`config.mk`:
```
export PLATFORM = sky130hd
export DESIGN_NAME = credential_check_allowlist_core
export DESIGN_NICKNAME = d
export VERILOG_FILES = /design/src/sv/ccal_pkg.sv /design/src/sv/credential_check_allowlist_core.sv /design/src/sv/ccal_ctrl.sv /design/src/sv/ccal_datapath.sv
export SDC_FILE = /design/constraint.sdc
export NUM_CORES = 2
export LEC_CHECK = 0
export ABC_AREA = 1
export BUFFER_PORTS_ARGS = -buffer_cell sky130_fd_sc_hd__buf_2
export CORE_UTILIZATION = 35
export CTS_BUF_LIST = sky130_fd_sc_hd__clkbuf_16
export DETAILED_ROUTE_END_ITERATION = 7
export PLACE_DENSITY_LB_ADDON = 0.2
export RECOVER_POWER = 100
export SYNTH_ARGS = -nofsm -noshare
export SYNTH_HDL_FRONTEND = slang
export SYNTH_SLANG_ARGS = --single-unit
```
`constraint.sdc`:
```
create_clock -name clk -period 8.6 [get_ports clk]
set_clock_uncertainty 0.15 [all_clocks]
set_input_delay 0.43 -clock clk [delete_from_list [all_inputs] [get_ports clk]]
set_output_delay 0.43 -clock clk [all_outputs]
set_load 0.02 [all_outputs]
```
`src/sv/ccal_pkg.sv`:
```
// Shared types and constants for the credential allowlist checker.
`default_nettype none

package ccal_pkg;

    localparam logic [1:0] MODE_ID    = 2'd0;
    localparam logic [1:0] MODE_LOAD  = 2'd1;
    localparam logic [1:0] MODE_CLEAR = 2'd2;

    localparam logic [1:0] ST_OK       = 2'd0;
    localparam logic [1:0] ST_FORMAT   = 2'd1;
    localparam logic [1:0] ST_CHECKSUM = 2'd2;
    localparam logic [1:0] ST_DENIED   = 2'd3;

    localparam logic [7:0] CHAR_ZERO = 8'h30;
    localparam logic [7:0] CHAR_NINE = 8'h39;
    localparam logic [4:0] LEN_SAT   = 5'd31;
    localparam logic [4:0] DEC_BASE  = 5'd10;

    typedef enum logic [2:0] {
        S_IDLE = 3'b001,
        S_EVAL = 3'b010,
        S_SCAN = 3'b100
    } state_t;

    typedef struct packed {
        logic take;
        logic eval;
        logic scan;
        logic finish;
    } ctrl_cmd_t;

    typedef struct packed {
        logic id_bad;
        logic scan_hit;
        logic scan_over;
    } dp_stat_t;

endpackage

`default_nettype wire

```
`src/sv/credential_check_allowlist_core.sv`:
```
// Top level of the credential allowlist checker: sequencer plus datapath.
//
// Bytes are presented with start while busy is low; mode selects a credential byte,
// an allowlist entry byte or a clear of the allowlist. Every byte except the final
// credential byte is taken while busy stays low. The final credential byte raises busy:
// a format or checksum error keeps busy high for one cycle and its status follows
// in the next, while a well-formed ID walks the stored entries one per cycle over
// the single memory read port, so busy ends on a match or once every stored entry
// has been compared. The status word appears for one cycle with done, in the first
// cycle with busy low again, and cannot be held off by the receiver.
`default_nettype none

module credential_check_allowlist_core #(
    parameter int ID_DIGITS   = 10,
    parameter int MAX_ENTRIES = 64
) (
    input  wire logic       clk,
    input  wire logic       rst_n,
    input  wire logic       start,
    output logic            busy,
    input  wire logic [1:0] mode,
    input  wire logic [7:0] char_byte,
    input  wire logic       last_char,
    output logic            done,
    output logic [1:0]      status
);
    import ccal_pkg::*;

    ctrl_cmd_t cmd;
    dp_stat_t  stat;

    ccal_ctrl u_ctrl (
        .clk       (clk),
        .rst_n     (rst_n),
        .start     (start),
        .mode      (mode),
        .last_char (last_char),
        .stat      (stat),
        .busy      (busy),
        .cmd       (cmd)
    );

    ccal_datapath #(
        .ID_DIGITS   (ID_DIGITS),
        .MAX_ENTRIES (MAX_ENTRIES)
    ) u_dp (
        .clk       (clk),
        .rst_n     (rst_n),
        .cmd       (cmd),
        .mode      (mode),
        .char_byte (char_byte),
        .last_char (last_char),
        .stat      (stat),
        .done      (done),
        .status    (status)
    );

    a_done_after_busy: assert property (@(posedge clk) disable iff (!rst_n)
        done |-> $past(busy))
        else $error("status word without a check in progress");

    a_final_byte_busy: assert property (@(posedge clk) disable iff (!rst_n)
        (start && !busy && mode == MODE_ID && last_char) |=> busy)
        else $error("final credential byte did not start a check");

    a_busy_cause: assert property (@(posedge clk) disable iff (!rst_n)
        (busy && !$past(busy)) |-> $past(start && mode == MODE_ID && last_char))
        else $error("busy raised without a final credential byte");

endmodule

`default_nettype wire

```
`src/sv/ccal_ctrl.sv`:
```
// Sequencer for the credential allowlist checker.
`default_nettype none

module ccal_ctrl (
    input  wire logic                 clk,
    input  wire logic                 rst_n,
    input  wire logic                 start,
    input  wire logic [1:0]           mode,
    input  wire logic                 last_char,
    input  wire ccal_pkg::dp_stat_t   stat,
    output logic                      busy,
    output ccal_pkg::ctrl_cmd_t       cmd
);
    import ccal_pkg::*;

    state_t state_reg;
    state_t state_next;

    always_ff @(posedge clk or negedge rst_n)
    begin
        if (!rst_n)
        begin
            state_reg <= S_IDLE;
        end
        else
        begin
            state_reg <= state_next;
        end
    end

    always_comb
    begin
        state_next = state_reg;
        cmd        = '0;
        busy       = 1'b1;
        case (state_reg)
            S_IDLE:
            begin
                busy     = 1'b0;
                cmd.take = start;
                if (start && mode == MODE_ID && last_char)
                begin
                    state_next = S_EVAL;
                end
            end
            S_EVAL:
            begin
                cmd.eval   = 1'b1;
                cmd.finish = stat.id_bad;
                state_next = stat.id_bad ? S_IDLE : S_SCAN;
            end
            S_SCAN:
            begin
                cmd.scan   = 1'b1;
                cmd.finish = stat.scan_hit | stat.scan_over;
                if (cmd.finish)
                begin
                    state_next = S_IDLE;
                end
            end
            default:
            begin
                state_next = S_IDLE;
            end
        endcase
    end

endmodule

`default_nettype wire

```
`src/sv/ccal_datapath.sv`:
```
// Accumulators, allowlist memory and entry walk for the credential checker.
`default_nettype none

module ccal_datapath #(
    parameter int ID_DIGITS   = 10,
    parameter int MAX_ENTRIES = 64
) (
    input  wire logic                 clk,
    input  wire logic                 rst_n,
    input  wire ccal_pkg::ctrl_cmd_t  cmd,
    input  wire logic [1:0]           mode,
    input  wire logic [7:0]           char_byte,
    input  wire logic                 last_char,
    output ccal_pkg::dp_stat_t        stat,
    output logic                      done,
    output logic [1:0]                status
);
    import ccal_pkg::*;

    localparam int SH_W  = 4 * ID_DIGITS;
    localparam int CNT_W = $clog2(MAX_ENTRIES + 1);
    localparam int IDX_W = (MAX_ENTRIES > 1) ? $clog2(MAX_ENTRIES) : 1;

    logic [SH_W-1:0]  id_shift_reg,  id_shift_next;
    logic [4:0]       id_len_reg,    id_len_next;
    logic             id_nd_reg,     id_nd_next;
    logic [3:0]       sum_reg,       sum_next;
    logic [3:0]       newest_reg,    newest_next;
    logic [SH_W-1:0]  ld_shift_reg,  ld_shift_next;
    logic [4:0]       ld_len_reg,    ld_len_next;
    logic             ld_nd_reg,     ld_nd_next;
    logic [CNT_W-1:0] count_reg,     count_next;
    logic [CNT_W-1:0] issue_reg,     issue_next;
    logic             rd_vld_reg,    rd_vld_next;
    logic             done_reg,      done_next;
    logic [1:0]       status_reg,    status_next;
    logic [SH_W-1:0]  rd_data_reg;

    logic [SH_W-1:0] mem [MAX_ENTRIES];

    logic            is_digit;
    logic [3:0]      digit;
    logic [7:0]      char_off;
    logic [4:0]      sum_wide;
    logic            fmt_bad;
    logic            ck_bad;
    logic            store_en;
    logic            rd_en;

    assign char_off = char_byte - CHAR_ZERO;
    assign digit    = char_off[3:0];
    assign is_digit = char_byte inside {[CHAR_ZERO:CHAR_NINE]};
    assign sum_wide = {1'b0, sum_reg} + {1'b0, newest_reg};

    assign fmt_bad = id_nd_reg || (id_len_reg != 5'(ID_DIGITS));
    assign ck_bad  = newest_reg != sum_reg;

    assign stat.id_bad    = fmt_bad | ck_bad;
    assign stat.scan_hit  = rd_vld_reg && (rd_data_reg == id_shift_reg);
    assign stat.scan_over = !rd_vld_reg && (issue_reg >= count_reg);

    assign rd_en = cmd.scan && !cmd.finish && (issue_reg < count_reg);

    always_comb
    begin
        id_shift_next = id_shift_reg;
        id_len_next   = id_len_reg;
        id_nd_next    = id_nd_reg;
        sum_next      = sum_reg;
        newest_next   = newest_reg;
        ld_shift_next = ld_shift_reg;
        ld_len_next   = ld_len_reg;
        ld_nd_next    = ld_nd_reg;
        count_next    = count_reg;
        issue_next    = issue_reg;
        rd_vld_next   = rd_vld_reg;
        done_next     = 1'b0;
        status_next   = status_reg;
        store_en      = 1'b0;

        if (cmd.take)
        begin
            case (mode)
                MODE_ID:
                begin
                    if (id_len_reg < LEN_SAT)
                    begin
                        id_len_next = id_len_reg + 5'd1;
                    end
                    if (is_digit)
                    begin
                        sum_next      = (sum_wide >= DEC_BASE) ? 4'(sum_wide - DEC_BASE)
                                                               : sum_wide[3:0];
                        newest_next   = digit;
                        id_shift_next = {id_shift_reg[SH_W-5:0], digit};
                    end
                    else
                    begin
                        id_nd_next = 1'b1;
                    end
                end
                MODE_LOAD:
                begin
                    if (ld_len_reg < LEN_SAT)
                    begin
                        ld_len_next = ld_len_reg + 5'd1;
                    end
                    if (is_digit)
                    begin
                        ld_shift_next = {ld_shift_reg[SH_W-5:0], digit};
                    end
                    else
                    begin
                        ld_nd_next = 1'b1;
                    end
                    if (last_char)
                    begin
                        // store only a clean, full-length entry while room remains
                        if (!ld_nd_next && ld_len_next == 5'(ID_DIGITS)
                            && count_reg < CNT_W'(MAX_ENTRIES))
                        begin
                            store_en   = 1'b1;
                            count_next = count_reg + CNT_W'(1);
                        end
                        ld_len_next = '0;
                        ld_nd_next  = 1'b0;
                    end
                end
                MODE_CLEAR:
                begin
                    count_next = '0;
                end
                default:
                begin
                end
            endcase
        end

        if (cmd.eval && !cmd.finish)
        begin
            issue_next  = '0;
            rd_vld_next = 1'b0;
        end

        if (rd_en)
        begin
            issue_next  = issue_reg + CNT_W'(1);
            rd_vld_next = 1'b1;
        end
        else if (cmd.scan)
        begin
            rd_vld_next = 1'b0;
        end

        if (cmd.finish)
        begin
            done_next = 1'b1;
            if (cmd.eval)
            begin
                status_next = fmt_bad ? ST_FORMAT : ST_CHECKSUM;
            end
            else
            begin
                status_next = stat.scan_hit ? ST_OK : ST_DENIED;
            end
            id_shift_next = '0;
            id_len_next   = '0;
            id_nd_next    = 1'b0;
            sum_next      = '0;
            newest_next   = '0;
        end
    end

    always_ff @(posedge clk or negedge rst_n)
    begin
        if (!rst_n)
        begin
            id_shift_reg <= '0;
            id_len_reg   <= '0;
            id_nd_reg    <= 1'b0;
            sum_reg      <= '0;
            newest_reg   <= '0;
            ld_shift_reg <= '0;
            ld_len_reg   <= '0;
            ld_nd_reg    <= 1'b0;
            count_reg    <= '0;
            issue_reg    <= '0;
            rd_vld_reg   <= 1'b0;
            done_reg     <= 1'b0;
            status_reg   <= ST_OK;
        end
        else
        begin
            id_shift_reg <= id_shift_next;
            id_len_reg   <= id_len_next;
            id_nd_reg    <= id_nd_next;
            sum_reg      <= sum_next;
            newest_reg   <= newest_next;
            ld_shift_reg <= ld_shift_next;
            ld_len_reg   <= ld_len_next;
            ld_nd_reg    <= ld_nd_next;
            count_reg    <= count_next;
            issue_reg    <= issue_next;
            rd_vld_reg   <= rd_vld_next;
            done_reg     <= done_next;
            status_reg   <= status_next;
        end
    end

    always_ff @(posedge clk)
    begin
        if (store_en)
        begin
            mem[count_reg[IDX_W-1:0]] <= ld_shift_next;
        end
        if (rd_en)
        begin
            rd_data_reg <= mem[issue_reg[IDX_W-1:0]];
        end
    end

    assign done   = done_reg;
    assign status = status_reg;

    a_count_bound: assert property (@(posedge clk) disable iff (!rst_n)
        count_reg <= CNT_W'(MAX_ENTRIES))
        else $error("entry count beyond capacity");

    a_issue_bound: assert property (@(posedge clk) disable iff (!rst_n)
        cmd.scan |-> issue_reg <= count_reg)
        else $error("walk ran past the stored entries");

endmodule

`default_nettype wire
```
==> results list <==
* Unrepaired setup endpoints after global routing: false
- CTS Sinks: about 2700
* Routed WL per cell: ~27 um
- Syn_nets: 8262
- The post-route netlist has 7.32% of its cells at a drive strength greater than 1.
- The number of failing hold endpoints at the final stage was 0.
* Worst Hold Class: in -> reg
* Max FO, Critical Path: between 100 and 150
* Insertion delay to the later sink of the worst-skew pair: 0.88 ns
- By count the netlist is led by sky130_fd_sc_hd__edfxtp_1, sky130_fd_sc_hd__nor2_1, sky130_fd_sc_hd__o21ai_0.
- Maximum vdd ir drop: 164 uV
- sky130_fd_sc_hd__edfxtp_1 is the most common cell in the netlist.
- Row generation in the floorplan step produced ~200 rows.
- Via count of the first global-routing pass: roughly 66000
- The number of hold buffers added after CTS was 13.
- CTS H-tree depth: 5
* Total Routed Length: 336000 um
- The clock period could shrink to 6.61 ns.
* Critical path arrival: 7.16 ns
- Summed over all failing endpoints, the final setup total negative slack is 0 ns.
- Combinational cells account for 2.1% of the total power.
- Primary flip-flop cell chosen by synthesis mapping: sky130_fd_sc_hd__edfxtp_1
- Launch point of the worst reg-to-reg path: u_dp.issue_reg[2]$_DFFE_PN0P_
- Reg2reg path depth: 8
* Slowest cell delay on critical path: 1.79 ns
- In the finished design, the share of the clock period the worst path needs comes to between 70% and 80%.
- The critical path is of the reg -> reg type.
- Setup slack on the worst reg-to-reg path comes out at 1.99 ns.
- The synthesized design spends more area on one cell type than any other, namely sky130_fd_sc_hd__edfxtp_1.
- Area share of and/or/nand/nor cells after synthesis: 9.76%
* Global-route wire length before repair: about 480000 um
- Summing all non-filler instances in the final layout gives an area of roughly 0.12 mm^2.
- Sorting the synthesized cells by area gives the leading types as sky130_fd_sc_hd__edfxtp_1, sky130_fd_sc_hd__o21ai_0, sky130_fd_sc_hd__nor2_1.
- Of the total power, registers draw 54.1%.
- Post-route DRC: 0
* Number of buffers inserted during clock tree synthesis: 293
- After detailed routing, the number of vias per cell comes to 5.51.
* Nature of the critical path startpoint: flop
* Unique masters post-synth: 42
- The tree is rooted in a sky130_fd_sc_hd__clkbuf_16.
- The initial antenna violation count is 18.
* Share of the synthesized area in compound gates (AO/OA/AOI/OAI): approximately 11%
- Clk slew on worst S/H paths: 0.06 ns
* Number of synthesized register bits: around 2700
- The critical path ends at u_dp.rd_data_reg[23]$_DFFE_PP_.
- The startpoint identified for the worst hold timing path is char_byte[7].
- The clock passes through at most 4 buffers.
- For the pin with the worst max-slew slack, the measured transition is between 4 and 5 ns.
- The synthesized netlist devotes less than 1% of its cell area to XOR and XNOR gates.
- After detailed placement, the total cell area comes to about 0.11 mm^2.
- After Yosys synthesis, full adders, half adders and majority gates account for 0.217% of the synthesized area.
- After synthesis, the share of flip-flops with an asynchronous set or reset is 4.31%.
* Gpl congestion: 0.794
* Maximum number of pins on one net before global-route repair: 191
- Number of nets still failing antenna checks after routing: 0
- The synthesized netlist occupies a cell area of ~0.11 mm^2.
- In this run the tightest slew margin relative to its limit is -174%.
- Once detailed placement completed, the half-perimeter wirelength came to 165000 um.
* Share of the synthesized area in the top cell type: 72.7%
- Hold timing on the final database bottoms out at a slack of 0.0246 ns.
- By instance count, the cell type seen most on the critical path is sky130_fd_sc_hd__nand2_1.
* Critical path depth in cells: 8
- Buffers placed on the I/O ports in this run total 17.
- R2r endpoint: u_dp.rd_data_reg[23]$_DFFE_PP_
* Setup crit start: u_dp.issue_reg[2]$_DFFE_PN0P_
- During synthesis, Yosys emitted a total of 0 warnings.
- A synthesized cell averages roughly 13 um^2.
* Internal power consumption: between 20 and 25 mW
- Floorplan core area: 0.306 mm^2
* Result of the run: complete, but fails checks
- The clock network burns 43.9% of the power.
- P&R area growth vs syn: 12.3%
* Setup violation total in the final timing report: 0
- In this run, synthesis inferred 2600 flip-flops with an integrated enable.
* Starting DRT DRC Count: 7453
- After clock tree synthesis, the repair step resized 0 gates.
- In this run the power density over the cells is 222 mW/mm^2.
- Overall overflow remaining after global route: 0
- Detailed-route via count: a little under 70000
- Net switching is 21.0% of the power.
- Crit path max-delay cell type: sky130_fd_sc_hd__dfrtp_1
- Reported net switching power: 5.63 mW
- Total I/O pin count: 18
- Postcts setup bufs: 0
- TritonCTS built the clock tree.
* Leak Pwr: 45.6 nW
* Max reg flops: 2560
* Global-route usage over all layers: 21.3%
- Kind of capture point of the worst setup path: flop
* Cell type group with the largest total delay on the critical path: buffers and inverters
* Number of pins with negative max-slew slack in the final report: 1400
- Starting density of the core: 35.2%
* Area of the die: approximately 0.31 mm^2
- Walking the worst path, the cells encountered are clkbuf_1 > nand2_1 > inv_8 > buf_12 > nand2_1 > nand4_1 > nand3_1 > nand2_1.
- Measured along the y axis, the die boundary spans approximately 560 um.
* Detailed Routing Iterations Pass 1: 6
- Counting every instance in the synthesized netlist gives a little over 8000.
- Of the synthesized area, sequential elements account for 75.4%.
- Multiplexer fraction of the synthesized cell area: less than 1%
* Largest family of logic cells by synthesized area: compound AO/OA/AOI/OAI gates
- After filler insertion, the fill cell instance count of the layout stands at about 28000.
- Floorplan die width: 556 um
* Data required time at the worst endpoint: 9.15 ns
- Failing checks: max-capacitance violations, max-slew violations
- Maximum clock frequency: about 150 MHz
* Number of nets in the layout: 8183
* MaxCap Viol Count: 47
- Worst Path Buf+Inv: 3
## how the worst min path moves through the flow
stage                                             endpoint  depth (start not counted)
after CTS                       u_dp.ld_nd_reg$_DFFE_PN0P_                          7
after global routing            u_dp.ld_nd_reg$_DFFE_PN0P_                          7
after detailed placement    u_dp.id_len_reg[1]$_DFFE_PN0P_                          1
after global placement    u_dp.id_shift_reg[3]$_DFFE_PN0P_                          1
after floorplan            u_ctrl.state_reg[1]$_DFFE_PN0P_                          0
final                           u_dp.ld_nd_reg$_DFFE_PN0P_                          7
## final cells by class
type                       instances  area (um^2)  share of cell area, %
antenna                           10         25.0                 0.0207
clock buffer                     304         7610                   6.31
clock inverter                   200         1130                  0.936
inverter                         118          484                  0.401
multi-input combinational       4832        23700                   19.7
sequential                      2717        81000                   67.2
tap                             4100         5130                   4.25
timing repair buffer             189         1520                   1.26
## kinds of logic (layout without fill, tap and decap cells)
kind of cell / Yosys count / after routing
AOI/OAI and AO/OA: 2147 / 2147
xor gates and xnor gates: 27 / 27
adders and majority gates: 18 / 18
buffers and inverters: 681 / 811
DFF: 2717 / 2717
muxes: 35 / 35
other: 0 / 10
and+or+nand+nor: 2605 / 2605
## placed cells by master, fill, tap and decap left out, drive strengths merged
cell	count
o221ai	42
a31o	1
edfxtp	2600
xor2	19
buf	151
nand3	313
a211oi	2
nand4	80
diode	10
dfstp	1
nor2	1668
o22ai	337
o21a	1
nor4	1
clkinvlp	6
a21boi	1
dfrtp	116
xnor2	8
fa	1
clkinv	111
nand2	531
ha	17
o21ai	1345
a21oi	137
nor3	9
inv	192
o211ai	280
mux2	35
clkbuf	330
dlygate4sd3	12
bufinv	9
a31oi	1
or2	3
## layer usage
layer  up-vias  global-route usage (%)  routed length, um
li1      30300                       -                  -
met1     35400                    30.3             149000
met2      2464                    33.9             156000
met3       524                    2.72              20700
met4         0                    6.48              10100
met5         -                       0                  0
## worst register-to-register path, delay by kind of cell, from the launching register on
family / cells / cell delay (ns)
and+or+nand+nor: 5 / 1.59
DFF: 1 / 1.79
buffers and inverters: 3 / 2.92
## power groups by stage
stage | Sequential, mW | Clock, mW | Combinational, mW
after floorplan | 14.8 | 0 | 0.304
after global placement | 14.8 | 0 | 0.570
after detailed placement | 14.8 | 0 | 0.569
after CTS | 14.5 | 12.0 | 0.580
after global routing | 14.5 | 12.4 | 0.607
final | 14.5 | 11.8 | 0.555
## through the flow
step | setup slack, ns | instances | utilization, % | total power [mW]
6_report | 1.99 | 12500 | 39.5 | 26.8
5_1_grt | 1.88 | 12500 | 39.5 | 27.5
4_1_cts | 3.96 | 12500 | 39.6 | 27.0
3_5_place_dp | 3.79 | 11900 | 36.7 | 15.3
3_3_place_gp | 3.84 | 11900 | 36.7 | 15.3
2_1_floorplan | 3.68 | 8230 | - | 15.1
(Power assumes the default switching activity.)
